File: src/rtl/core/lsm_pkg.sv
// ============================================================================
// lsm_pkg
// Shared types, codes and helpers of the line substring matcher.
// ============================================================================
package lsm_pkg;

    localparam logic [7:0] NEWLINE_BYTE = 8'd10;

    localparam int CFG_INDEX_BITS = 3;
    localparam int CFG_DATA_BITS  = 64;
    localparam int LEN_BITS       = 5;

    // Widths of the result fields on the port.
    localparam int LINE_BITS         = 32;
    localparam int FIELD_OFFSET_BITS = 16;
    localparam int FIELD_COUNT_BITS  = 32;

    // Configuration register indexes.
    typedef enum logic [CFG_INDEX_BITS-1:0] {
        CFG_PATTERN_LOW    = 3'd0,
        CFG_PATTERN_HIGH   = 3'd1,
        CFG_PATTERN_LENGTH = 3'd2,
        CFG_IGNORE_CASE    = 3'd3,
        CFG_INVERT_MATCH   = 3'd4,
        CFG_REPORT_MODE    = 3'd5
    } t_cfg_index;

    // Report mode bits: bit 1 (list) wins over bit 0 (count).
    localparam int MODE_COUNT_BIT = 0;
    localparam int MODE_LIST_BIT  = 1;

    typedef enum logic {
        KIND_LINE    = 1'b0,
        KIND_SUMMARY = 1'b1
    } t_result_kind;

    typedef struct packed {
        t_result_kind                 kind;
        logic [LINE_BITS-1:0]         line_number;
        logic [FIELD_OFFSET_BITS-1:0] match_start;
        logic [FIELD_OFFSET_BITS-1:0] match_end;
        logic [FIELD_COUNT_BITS-1:0]  match_count;
        logic                         any_found;
        logic                         last_result;
    } t_result;

    // Control handed to every cell of the window chain.
    typedef struct packed {
        logic shift;
        logic clear;
    } t_cell_ctl;

    localparam int RESULT_DEPTH = 4;
    localparam int RESULT_PTR_BITS = $clog2(RESULT_DEPTH);
    localparam int RESULT_CNT_BITS = $clog2(RESULT_DEPTH + 1);

    // ASCII lower-case folding, applied only when ignore_case is set.
    function automatic logic [7:0] fold_byte(input logic [7:0] c, input logic ic);
        logic [7:0] r;
        r = c;
        if (ic && c >= 8'd65 && c <= 8'd90) begin
            r = c + 8'd32;
        end
        return r;
    endfunction

endpackage

File: src/rtl/core/lsm_if.sv
// ============================================================================
// lsm_in_if / lsm_out_if
// Valid/ready channels of the line substring matcher.
// ============================================================================
interface lsm_in_if;
    logic       valid;
    logic       ready;
    logic [7:0] text_byte;
    logic       end_of_stream;

    modport source (output valid, output text_byte, output end_of_stream, input ready);
    modport sink   (input valid, input text_byte, input end_of_stream, output ready);
endinterface

interface lsm_out_if;
    logic        valid;
    logic        ready;
    logic        result_kind;
    logic [31:0] line_number;
    logic [15:0] match_start;
    logic [15:0] match_end;
    logic [31:0] match_count;
    logic        any_found;
    logic        last_result;

    modport source (output valid, output result_kind, output line_number,
                    output match_start, output match_end, output match_count,
                    output any_found, output last_result, input ready);
    modport sink   (input valid, input result_kind, input line_number,
                    input match_start, input match_end, input match_count,
                    input any_found, input last_result, output ready);
endinterface

File: src/rtl/core/lsm_cell.sv
// ============================================================================
// lsm_cell
// One window cell: holds a text byte, passes it on, compares it to the
// pattern byte that lines up with this place.
// ============================================================================
module lsm_cell #(
    parameter int IDX           = 0,
    parameter int PATTERN_BYTES = 16
) (
    input  logic                      i_clk,
    input  logic                      i_rst_n,
    input  lsm_pkg::t_cell_ctl        i_ctl,
    input  logic [7:0]                i_byte,
    input  logic [7:0]                i_pattern [PATTERN_BYTES],
    input  logic [lsm_pkg::LEN_BITS-1:0] i_len,
    input  logic                      i_ignore_case,
    output logic [7:0]                o_byte,
    output logic                      o_eq
);
    import lsm_pkg::*;

    localparam int IW = (PATTERN_BYTES > 1) ? $clog2(PATTERN_BYTES) : 1;

    logic [7:0]          r_byte;
    logic                active;
    logic [LEN_BITS-1:0] pat_idx;
    logic [7:0]          pat_byte;

    always_ff @(posedge i_clk) begin
        if (!i_rst_n || i_ctl.clear) begin
            r_byte <= 8'd0;
        end else if (i_ctl.shift) begin
            r_byte <= i_byte;
        end
    end

    // The byte entering this cell is compared, so the hit is known in the
    // cycle the byte arrives.
    assign active   = LEN_BITS'(IDX) < i_len;
    assign pat_idx  = i_len - LEN_BITS'(IDX + 1);
    assign pat_byte = active ? i_pattern[pat_idx[IW-1:0]] : 8'd0;
    assign o_eq     = !active ||
                      (fold_byte(pat_byte, i_ignore_case) == fold_byte(i_byte, i_ignore_case));
    assign o_byte   = r_byte;

endmodule

File: src/rtl/core/lsm_result_fifo.sv
// ============================================================================
// lsm_result_fifo
// Small result queue: takes up to two results a cycle, drives the output.
// ============================================================================
module lsm_result_fifo (
    input  logic                i_clk,
    input  logic                i_rst_n,
    input  logic [1:0]          i_push_count,
    input  lsm_pkg::t_result    i_res [2],
    output logic                o_room,
    lsm_out_if.source           o_out
);
    import lsm_pkg::*;

    t_result                    r_mem [RESULT_DEPTH];
    logic [RESULT_PTR_BITS-1:0] r_wr;
    logic [RESULT_PTR_BITS-1:0] r_rd;
    logic [RESULT_CNT_BITS-1:0] r_count;
    logic                       pop;
    logic [RESULT_PTR_BITS-1:0] wr_next;

    assign pop     = o_out.valid && o_out.ready;
    assign wr_next = r_wr + RESULT_PTR_BITS'(1);

    always_ff @(posedge i_clk) begin
        if (i_push_count != 2'd0) begin
            r_mem[r_wr] <= i_res[0];
        end
        if (i_push_count == 2'd2) begin
            r_mem[wr_next] <= i_res[1];
        end
    end

    always_ff @(posedge i_clk) begin
        if (!i_rst_n) begin
            r_wr    <= '0;
            r_rd    <= '0;
            r_count <= '0;
        end else begin
            r_wr    <= r_wr + RESULT_PTR_BITS'(i_push_count);
            r_rd    <= r_rd + RESULT_PTR_BITS'(pop);
            r_count <= r_count + RESULT_CNT_BITS'(i_push_count) - RESULT_CNT_BITS'(pop);
        end
    end

    // Room for the worst case of one transaction: two results.
    assign o_room = r_count <= RESULT_CNT_BITS'(RESULT_DEPTH - 2);

    assign o_out.valid       = r_count != '0;
    assign o_out.result_kind = r_mem[r_rd].kind;
    assign o_out.line_number = r_mem[r_rd].line_number;
    assign o_out.match_start = r_mem[r_rd].match_start;
    assign o_out.match_end   = r_mem[r_rd].match_end;
    assign o_out.match_count = r_mem[r_rd].match_count;
    assign o_out.any_found   = r_mem[r_rd].any_found;
    assign o_out.last_result = r_mem[r_rd].last_result;

endmodule

File: src/rtl/core/line_substring_matcher.sv
// ============================================================================
// line_substring_matcher
// Fixed-string line search over a byte stream, one byte per clock while the result queue has room.
// ============================================================================
// The block takes one input transaction per clock: a text byte, or an end of
// stream marker. Every byte shifts into a chain of PATTERN_BYTES window cells,
// and all cells compare against the pattern in the same cycle, so a match is
// known the cycle the last pattern byte arrives and the line state updates in
// that same cycle. A newline closes the line and may queue one line report; an
// end of stream marker queues the summary, after any line report. Results go
// into a four-entry queue that drives the output channel; a result can be
// taken the cycle after the transaction that caused it. i_in.ready is low only
// while the queue has fewer than two free entries, so with the output side
// always ready the block sustains one byte every cycle, and it keeps taking
// bytes that cause no result while a result waits. Configuration writes take
// effect from the next byte and are meant to happen between transactions.
module line_substring_matcher #(
    parameter int PATTERN_BYTES = 16,
    parameter int OFFSET_BITS   = 16,
    parameter int COUNT_BITS    = 32
) (
    input  logic                              i_clk,
    input  logic                              i_rst_n,
    lsm_in_if.sink                            i_in,
    lsm_out_if.source                         o_out,
    input  logic                              i_cfg_we,
    input  logic [lsm_pkg::CFG_INDEX_BITS-1:0] i_cfg_index,
    input  logic [lsm_pkg::CFG_DATA_BITS-1:0]  i_cfg_data
);
    import lsm_pkg::*;

    localparam logic [LEN_BITS-1:0]    LEN_MAX   = LEN_BITS'(PATTERN_BYTES);
    localparam logic [OFFSET_BITS-1:0] OFF_MAX   = '1;
    localparam logic [COUNT_BITS-1:0]  COUNT_MAX = '1;
    localparam logic [LINE_BITS-1:0]   LINE_MAX  = '1;
    // Largest count that still fits the 32-bit count field.
    localparam logic [COUNT_BITS-1:0]  COUNT_FIELD_MAX = COUNT_BITS'(32'hFFFF_FFFF);

    // ------------------------------------------------------------------
    // Configuration registers
    // ------------------------------------------------------------------
    logic [7:0]          r_pattern [PATTERN_BYTES];
    logic [LEN_BITS-1:0] r_pat_len;
    logic                r_ignore_case;
    logic                r_invert;
    logic [1:0]          r_mode;

    for (genvar k = 0; k < PATTERN_BYTES; k++) begin : g_pat
        if (k < 8) begin : g_low
            always_ff @(posedge i_clk) begin
                if (!i_rst_n) begin
                    r_pattern[k] <= 8'd0;
                end else if (i_cfg_we && i_cfg_index == CFG_PATTERN_LOW) begin
                    r_pattern[k] <= i_cfg_data[8*k +: 8];
                end
            end
        end else begin : g_high
            always_ff @(posedge i_clk) begin
                if (!i_rst_n) begin
                    r_pattern[k] <= 8'd0;
                end else if (i_cfg_we && i_cfg_index == CFG_PATTERN_HIGH) begin
                    r_pattern[k] <= i_cfg_data[8*(k-8) +: 8];
                end
            end
        end
    end

    always_ff @(posedge i_clk) begin
        if (!i_rst_n) begin
            r_pat_len     <= '0;
            r_ignore_case <= 1'b0;
            r_invert      <= 1'b0;
            r_mode        <= 2'd0;
        end else if (i_cfg_we) begin
            unique case (i_cfg_index)
                CFG_PATTERN_LOW, CFG_PATTERN_HIGH: begin
                    // pattern bytes are written per byte above
                end
                CFG_PATTERN_LENGTH: r_pat_len     <= i_cfg_data[LEN_BITS-1:0];
                CFG_IGNORE_CASE:    r_ignore_case <= i_cfg_data[0];
                CFG_INVERT_MATCH:   r_invert      <= i_cfg_data[0];
                CFG_REPORT_MODE:    r_mode        <= i_cfg_data[1:0];
                default: begin
                    // unknown index: drop the write
                end
            endcase
        end
    end

    // Lengths beyond the window act as a full window.
    logic [LEN_BITS-1:0] len;
    assign len = (r_pat_len > LEN_MAX) ? LEN_MAX : r_pat_len;

    // ------------------------------------------------------------------
    // Stream state
    // ------------------------------------------------------------------
    logic [OFFSET_BITS-1:0] r_line_pos,     n_line_pos;
    logic [LINE_BITS-1:0]   r_cur_line,     n_cur_line;
    logic                   r_line_matched, n_line_matched;
    logic [OFFSET_BITS-1:0] r_first_end,    n_first_end;
    logic                   r_past_zero,    n_past_zero;
    logic [COUNT_BITS-1:0]  r_selected,     n_selected;
    logic                   r_stopped,      n_stopped;

    logic       in_fire;
    logic       fifo_room;
    logic [1:0] push_count;
    t_result    res [2];
    t_cell_ctl  cell_ctl;

    assign i_in.ready = fifo_room;
    assign in_fire    = i_in.valid && i_in.ready;

    // ------------------------------------------------------------------
    // Window chain: cell 0 takes the incoming byte, each cell hands its
    // byte to the next one on a shift.
    // ------------------------------------------------------------------
    logic [7:0]               cell_byte [PATTERN_BYTES];
    logic [PATTERN_BYTES-1:0] cell_eq;
    logic                     window_eq;

    for (genvar c = 0; c < PATTERN_BYTES; c++) begin : g_cell
        logic [7:0] feed;
        if (c == 0) begin : g_head
            assign feed = i_in.text_byte;
        end else begin : g_link
            assign feed = cell_byte[c-1];
        end
        lsm_cell #(
            .IDX           (c),
            .PATTERN_BYTES (PATTERN_BYTES)
        ) u_cell (
            .i_clk         (i_clk),
            .i_rst_n       (i_rst_n),
            .i_ctl         (cell_ctl),
            .i_byte        (feed),
            .i_pattern     (r_pattern),
            .i_len         (len),
            .i_ignore_case (r_ignore_case),
            .o_byte        (cell_byte[c]),
            .o_eq          (cell_eq[c])
        );
    end

    assign window_eq = &cell_eq;

    // ------------------------------------------------------------------
    // Per-transaction update
    // ------------------------------------------------------------------
    logic [OFFSET_BITS-1:0] seen;
    logic                   zero_now;
    logic                   shift_en;
    logic                   hit_raw;
    logic                   hit;
    logic [OFFSET_BITS-1:0] cl_me;
    logic [OFFSET_BITS-1:0] cl_ms;
    logic [LINE_BITS-1:0]   cl_line;
    logic [COUNT_BITS-1:0]  cl_sel;
    logic                   cl_report;
    logic                   cl_stop;
    logic                   do_close;
    logic [COUNT_BITS-1:0]  sum_sel;
    t_result                line_res;
    t_result                sum_res;

    always_comb begin
        // Byte step: saturating position, zero byte ends the searchable part.
        seen     = (r_line_pos < OFF_MAX) ? r_line_pos + OFFSET_BITS'(1) : r_line_pos;
        zero_now = r_past_zero || (i_in.text_byte == 8'd0);
        shift_en = !zero_now && !r_line_matched && (len != '0);

        // Line close: leftmost match offsets, invert, saturating counters.
        hit_raw = (len == '0) || r_line_matched;
        cl_me   = (hit_raw && len != '0) ? r_first_end : '0;
        cl_ms   = cl_me - OFFSET_BITS'(len);
        hit     = hit_raw;
        if (r_invert) begin
            hit   = !hit_raw;
            cl_me = '0;
            cl_ms = '0;
        end
        cl_line   = (r_cur_line != LINE_MAX) ? r_cur_line + LINE_BITS'(1) : r_cur_line;
        cl_sel    = (hit && r_selected != COUNT_MAX) ? r_selected + COUNT_BITS'(1)
                                                     : r_selected;
        cl_report = hit && !r_mode[MODE_LIST_BIT] && !r_mode[MODE_COUNT_BIT];
        cl_stop   = hit && r_mode[MODE_LIST_BIT];

        line_res.kind        = KIND_LINE;
        line_res.line_number = cl_line;
        line_res.match_start = FIELD_OFFSET_BITS'(cl_ms);
        line_res.match_end   = FIELD_OFFSET_BITS'(cl_me);
        line_res.match_count = (cl_sel > COUNT_FIELD_MAX) ? '1 : FIELD_COUNT_BITS'(cl_sel);
        line_res.any_found   = cl_sel != '0;
        line_res.last_result = 1'b1;

        // End of stream closes a partial line first unless stopped.
        do_close = !r_stopped && (r_line_pos != '0);
        sum_sel  = do_close ? cl_sel : r_selected;
        sum_res.kind        = KIND_SUMMARY;
        sum_res.line_number = do_close ? cl_line : r_cur_line;
        sum_res.match_start = '0;
        sum_res.match_end   = '0;
        sum_res.match_count = (sum_sel > COUNT_FIELD_MAX) ? '1 : FIELD_COUNT_BITS'(sum_sel);
        sum_res.any_found   = sum_sel != '0;
        sum_res.last_result = 1'b1;

        // Hold by default.
        n_line_pos     = r_line_pos;
        n_cur_line     = r_cur_line;
        n_line_matched = r_line_matched;
        n_first_end    = r_first_end;
        n_past_zero    = r_past_zero;
        n_selected     = r_selected;
        n_stopped      = r_stopped;
        push_count     = 2'd0;
        res[0]         = line_res;
        res[1]         = sum_res;
        cell_ctl       = '0;

        if (in_fire) begin
            if (i_in.end_of_stream) begin
                if (do_close && cl_report) begin
                    res[0].last_result = 1'b0;
                    push_count         = 2'd2;
                end else begin
                    res[0]     = sum_res;
                    push_count = 2'd1;
                end
                // Return all stream state to reset; configuration registers stay.
                n_line_pos     = '0;
                n_cur_line     = '0;
                n_line_matched = 1'b0;
                n_first_end    = '0;
                n_past_zero    = 1'b0;
                n_selected     = '0;
                n_stopped      = 1'b0;
                cell_ctl.clear = 1'b1;
            end else if (!r_stopped) begin
                if (i_in.text_byte == NEWLINE_BYTE) begin
                    n_cur_line     = cl_line;
                    n_selected     = cl_sel;
                    n_stopped      = cl_stop;
                    n_line_pos     = '0;
                    n_line_matched = 1'b0;
                    n_first_end    = '0;
                    n_past_zero    = 1'b0;
                    if (cl_report) begin
                        push_count = 2'd1;
                    end
                end else begin
                    n_past_zero    = zero_now;
                    n_line_pos     = seen;
                    cell_ctl.shift = shift_en;
                    // Record only the leftmost match of the line.
                    if (shift_en && window_eq && seen >= OFFSET_BITS'(len)) begin
                        n_line_matched = 1'b1;
                        n_first_end    = seen;
                    end
                end
            end
        end
    end

    always_ff @(posedge i_clk) begin
        if (!i_rst_n) begin
            r_line_pos     <= '0;
            r_cur_line     <= '0;
            r_line_matched <= 1'b0;
            r_first_end    <= '0;
            r_past_zero    <= 1'b0;
            r_selected     <= '0;
            r_stopped      <= 1'b0;
        end else begin
            r_line_pos     <= n_line_pos;
            r_cur_line     <= n_cur_line;
            r_line_matched <= n_line_matched;
            r_first_end    <= n_first_end;
            r_past_zero    <= n_past_zero;
            r_selected     <= n_selected;
            r_stopped      <= n_stopped;
        end
    end

    // ------------------------------------------------------------------
    // Result queue and output channel
    // ------------------------------------------------------------------
    lsm_result_fifo u_result_fifo (
        .i_clk        (i_clk),
        .i_rst_n      (i_rst_n),
        .i_push_count (push_count),
        .i_res        (res),
        .o_room       (fifo_room),
        .o_out        (o_out)
    );

endmodule

File: src/flat_wrapper.sv
// flat-port wrapper written by rule: the top's interface ports become plain ports
module line_substring_matcher_flat import lsm_pkg::*;
#(
    parameter int PATTERN_BYTES = 16,
    parameter int OFFSET_BITS   = 16,
    parameter int COUNT_BITS    = 32
)
  (i_clk, i_rst_n, i_cfg_we, i_cfg_index, i_cfg_data, i_in_valid, i_in_text_byte, i_in_end_of_stream, i_in_ready, o_out_valid, o_out_result_kind, o_out_line_number, o_out_match_start, o_out_match_end, o_out_match_count, o_out_any_found, o_out_last_result, o_out_ready);
  lsm_in_if i_in_i ();
  lsm_out_if o_out_i ();
  input  logic i_clk;
  input  logic i_rst_n;
  input  logic i_cfg_we;
  input  logic [lsm_pkg::CFG_INDEX_BITS-1:0] i_cfg_index;
  input  logic [lsm_pkg::CFG_DATA_BITS-1:0] i_cfg_data;
  input wire logic [$bits(i_in_i.valid)-1:0] i_in_valid;
  input wire logic [$bits(i_in_i.text_byte)-1:0] i_in_text_byte;
  input wire logic [$bits(i_in_i.end_of_stream)-1:0] i_in_end_of_stream;
  output wire logic [$bits(i_in_i.ready)-1:0] i_in_ready;
  output wire logic [$bits(o_out_i.valid)-1:0] o_out_valid;
  output wire logic [$bits(o_out_i.result_kind)-1:0] o_out_result_kind;
  output wire logic [$bits(o_out_i.line_number)-1:0] o_out_line_number;
  output wire logic [$bits(o_out_i.match_start)-1:0] o_out_match_start;
  output wire logic [$bits(o_out_i.match_end)-1:0] o_out_match_end;
  output wire logic [$bits(o_out_i.match_count)-1:0] o_out_match_count;
  output wire logic [$bits(o_out_i.any_found)-1:0] o_out_any_found;
  output wire logic [$bits(o_out_i.last_result)-1:0] o_out_last_result;
  input wire logic [$bits(o_out_i.ready)-1:0] o_out_ready;
  assign i_in_i.valid = i_in_valid;
  assign i_in_i.text_byte = i_in_text_byte;
  assign i_in_i.end_of_stream = i_in_end_of_stream;
  assign i_in_ready = i_in_i.ready;
  assign o_out_valid = o_out_i.valid;
  assign o_out_result_kind = o_out_i.result_kind;
  assign o_out_line_number = o_out_i.line_number;
  assign o_out_match_start = o_out_i.match_start;
  assign o_out_match_end = o_out_i.match_end;
  assign o_out_match_count = o_out_i.match_count;
  assign o_out_any_found = o_out_i.any_found;
  assign o_out_last_result = o_out_i.last_result;
  assign o_out_i.ready = o_out_ready;
  line_substring_matcher #(.PATTERN_BYTES(PATTERN_BYTES), .OFFSET_BITS(OFFSET_BITS), .COUNT_BITS(COUNT_BITS)) u_core (.i_clk(i_clk), .i_rst_n(i_rst_n), .i_in(i_in_i), .o_out(o_out_i), .i_cfg_we(i_cfg_we), .i_cfg_index(i_cfg_index), .i_cfg_data(i_cfg_data));
endmodule
File: config.mk
export PLATFORM = sky130hd
export DESIGN_NAME = line_substring_matcher_flat
export DESIGN_NICKNAME = d
export VERILOG_FILES = /design/src/rtl/core/lsm_pkg.sv /design/src/rtl/core/lsm_if.sv /design/src/rtl/core/lsm_cell.sv /design/src/rtl/core/lsm_result_fifo.sv /design/src/rtl/core/line_substring_matcher.sv /design/src/flat_wrapper.sv
export SDC_FILE = /design/constraint.sdc
export NUM_CORES = 2
export LEC_CHECK = 0
export ABC_AREA = 1
export CAP_MARGIN = 0
export CORE_MARGIN = 1.5
export CORE_UTILIZATION = 59
export DETAILED_ROUTE_END_ITERATION = 6
export DONT_BUFFER_PORTS = 1
export PLACE_DENSITY = 0.83
export SLEW_MARGIN = 0
export SYNTH_ARGS = -nofsm -noshare
export SYNTH_HDL_FRONTEND = slang
export SYNTH_SLANG_ARGS = --single-unit
File: constraint.sdc
create_clock -name i_clk -period 5.35 [get_ports i_clk]
set_clock_uncertainty 0.05 [all_clocks]
set_input_delay 1.07 -clock i_clk [delete_from_list [all_inputs] [get_ports i_clk]]
set_output_delay 1.07 -clock i_clk [all_outputs]
set_load 0.02 [all_outputs]
==> impl_metrics.py <==
metrics = {
    "worst_setup_path": {
        "endpoint_kind": "flop",
        "slowest_stage": "inv_2",
        "crit_arrival_ns": 5.56,
        "critPathKind": "reg2reg",
        "slowest_delay_ns": 0.41,
        "cp_max_fo": 42,
        "cp_data_required_time_ns": 5.84,
        "cpMostUsedCell": "nand2_1",
        "critical_path.startpoint_type": "flop",
    },
    "clock_network": {
        "cts.path.max_buffers": 3,
        "htree_levels": 3,
        "path_clk_slew_ns": 0.07,
        "clock_sinks": 759,
        "post_cts_buffers": 0,
        "cts_tree": "built",
        "root_buffer": "clkbuf_16",
        "cts_buffers": 80,
        "clk_latency_ns": 0.66,
    },
    "place": {
        "placed_area_um2": 46400,
        "gp_congestion": 1.13,
        "pre_cts_slack_ns": 0.432,
        "place_inst": 7381,
        "hpwl_um": 131000,
        "port_buffers": 0,
    },
    "logic_synthesis": {
        "syn_nets": 6770,
        "netlist.area_leader.share": 0.218,
        "synth_edf_count": 260,
        "yosys_most_used_dff": "dfxtp_1",
        "ys_async_sr_fraction": 0,
        "ys_top_cells_by_area": "dfxtp_1 22%, edfxtp_1 17%, nand2_1 13%",
        "syn_area_um2": 45800,
        "netlist_instances": 6640,
        "ys_seq_elements": 759,
        "yosys_warnings": 0,
        "yosysSeqAreaShare": 0.389,
        "syn_avg_cell_area_um2": 6.89,
        "yosysTopAreaCell": "dfxtp_1",
        "synth_cell_types": 67,
    },
    "global_route": {
        "grt_max_degree": 177,
        "grt_overflow": 0,
        "grt_pass1_vias": 43900,
        "grt_pass1_wl_um": 271000,
        "track_usage": 0.453,
        "antenna_found_initial": 3,
    },
    "final_layout": {
        "post-route-util": 0.642,
        "nets": 6564,
        "drive_gt1_frac": 0.0556,
        "fin_area_um2": 49000,
        "final_common_cell": "nand2_1",
        "area.growth.synth_to_final_pct": 7.12,
        "final_cell_mix": "1584 x nand2_1, 739 x nand3_1, 712 x o21ai_0",
        "final_cell_count_no_fill": 7530,
    },
    "sta": {
        "fin_crit_ns": 5.07,
        "hold_viol": 0,
        "drv_slew": 0,
        "finalSetupViolCount": 0,
        "fin_ws_ns": 0.282,
        "worst_pin_slew_ns": 1.03,
        "grt_setup_unrepaired": "no",
        "tns_ns": 0,
        "fmax_mhz": 197,
        "finalHoldWorstSlack_ns": 0.405,
        "slew_headroom": 0.311,
        "finalCritPeriodShare": 0.947,
    },
    "status": {
        "outcome": "finished with violations",
        "failed_checks": "DRC",
    },
    "detailed_routing": {
        "via_per_inst": 6.40,
        "firstDrtPassIters": 7,
        "drc": 7,
        "drtIter0Drc": 6363,
        "wirelength_um": 184000,
        "vias": 48200,
        "antenna_left": 0,
        "wl_per_cell_um": 24.5,
    },
    "die": {
        "dieArea_um2": 79300,
        "dieWidth_um": 282,
        "core_um2": 76300,
        "fp-row-count": 101,
        "start_util": 0.600,
        "die_y_um": 282,
        "io_pins": 182,
    },
    "power": {
        "p_total_mw": 17.7,
        "ir_drop_mv": 0.309,
        "power_density_nw_per_um2": 361,
        "p_leak_nw": 20.0,
    },
    "flow_run": {
        "max_cap_viol_count": 0,
    },
    "min_path": {
        "hp-class": "reg2reg",
    },
}
-- flip-flops by register name, indices dropped and copies added (netlist names) --
register and count:
u_core.r_invert 1, u_core.g_cell.u_cell.o_byte 120, u_core.r_past_zero 1, u_core.u_result_fifo.r_rd 2
u_core.r_line_matched 1, u_core.u_result_fifo.r_mem 396, u_core.r_ignore_case 1, u_core.r_cur_line 32
u_core.r_mode 2, u_core.r_first_end 16, u_core.u_result_fifo.r_count 3, u_core.r_selected 32
u_core.r_stopped 1, u_core.r_line_pos 16, u_core.r_pat_len 5, u_core.r_pattern 128
u_core.u_result_fifo.r_wr 2
-- cell usage after synthesis, drive strengths merged (27+ instances only) --
master and instances:
nor4 27, ha 48, o22ai 313, nand2 1607, nand3 750, inv 533
nor2 713, edfxtp 260, nand4 110, xor2 102, nor3 77, a211oi 103
buf 99, o21ai 754, dfxtp 499, a21oi 229, clkbuf 295
-- area by class of cell --
| type | instances | area [um^2] |
|---|---|---|
| Clock inverter | 34 | 355 |
| Tap cell | 1030 | 1290 |
| Multi-Input combinational cell | 4949 | 24300 |
| Fill cell | 6865 | 27300 |
| Clock buffer | 112 | 2280 |
| Inverter | 538 | 2040 |
| Sequential cell | 759 | 17800 |
| Timing Repair Buffer | 106 | 953 |
| Antenna cell | 2 | 5.00 |
-- worst max-delay path: cells and delay by family, from the launching register on --
kind | cells | cell delay, ns
simple gates | 18 | 2.48
buf+inv | 6 | 1.14
fa+ha+maj | 2 | 0.62
compound gates | 1 | 0.22
flops | 1 | 0.39
-- path summary, 6_finish.rpt --
path / start / depth (start not counted) / endpoint / slack, ns
worst max-delay path: u_core.r_pat_len[4] / 27 / u_core.r_first_end[13] / 0.28
worst min-delay path: u_core.u_result_fifo.r_mem[1][37] / 2 / u_core.u_result_fifo.r_mem[1][37] / 0.41
worst max register to register: u_core.r_pat_len[4] / 27 / u_core.r_first_end[13] / 0.28
worst min register to register: u_core.u_result_fifo.r_mem[1][37] / 2 / u_core.u_result_fifo.r_mem[1][37] / 0.41
-- power breakdown --
| group | switching [mW] | internal [mW] |
|---|---|---|
| sequential | 0.338 | 6.47 |
| combinational | 3.97 | 1.25 |
| clock | 2.50 | 3.16 |
-- per-layer routing --
metal  vias up  wire length, um  track usage
li1      22200                -            -
met1     22200            66000        0.543
met2      3203            81300        0.713
met3       697            20500        0.100
met4         0            16400        0.342
met5         -                0            0
-- cell families (layout without fill, tap and decap cells) --
group,count (synthesis),after routing,synth area share
AO/OA/AOI/OAI,1444,1444,0.176
buffers and inverters,932,790,0.0823
AND/OR/NAND/NOR,3325,3325,0.312
multiplexers,4,4,0.000875
flip-flops,759,759,0.389
adder cells (fa/ha/maj),49,49,0.0136
other,0,2,0
XOR/XNOR,127,127,0.0265
-- what timing repair did --
| item | 4_1_cts | 5_1_grt |
|---|---|---|
| resized for setup | 0 | 7 |
| setup endpoints to repair | 0 | 16 |
| hold buffers | 0 | 0 |
Note: power is estimated with default switching activity, not from simulation.
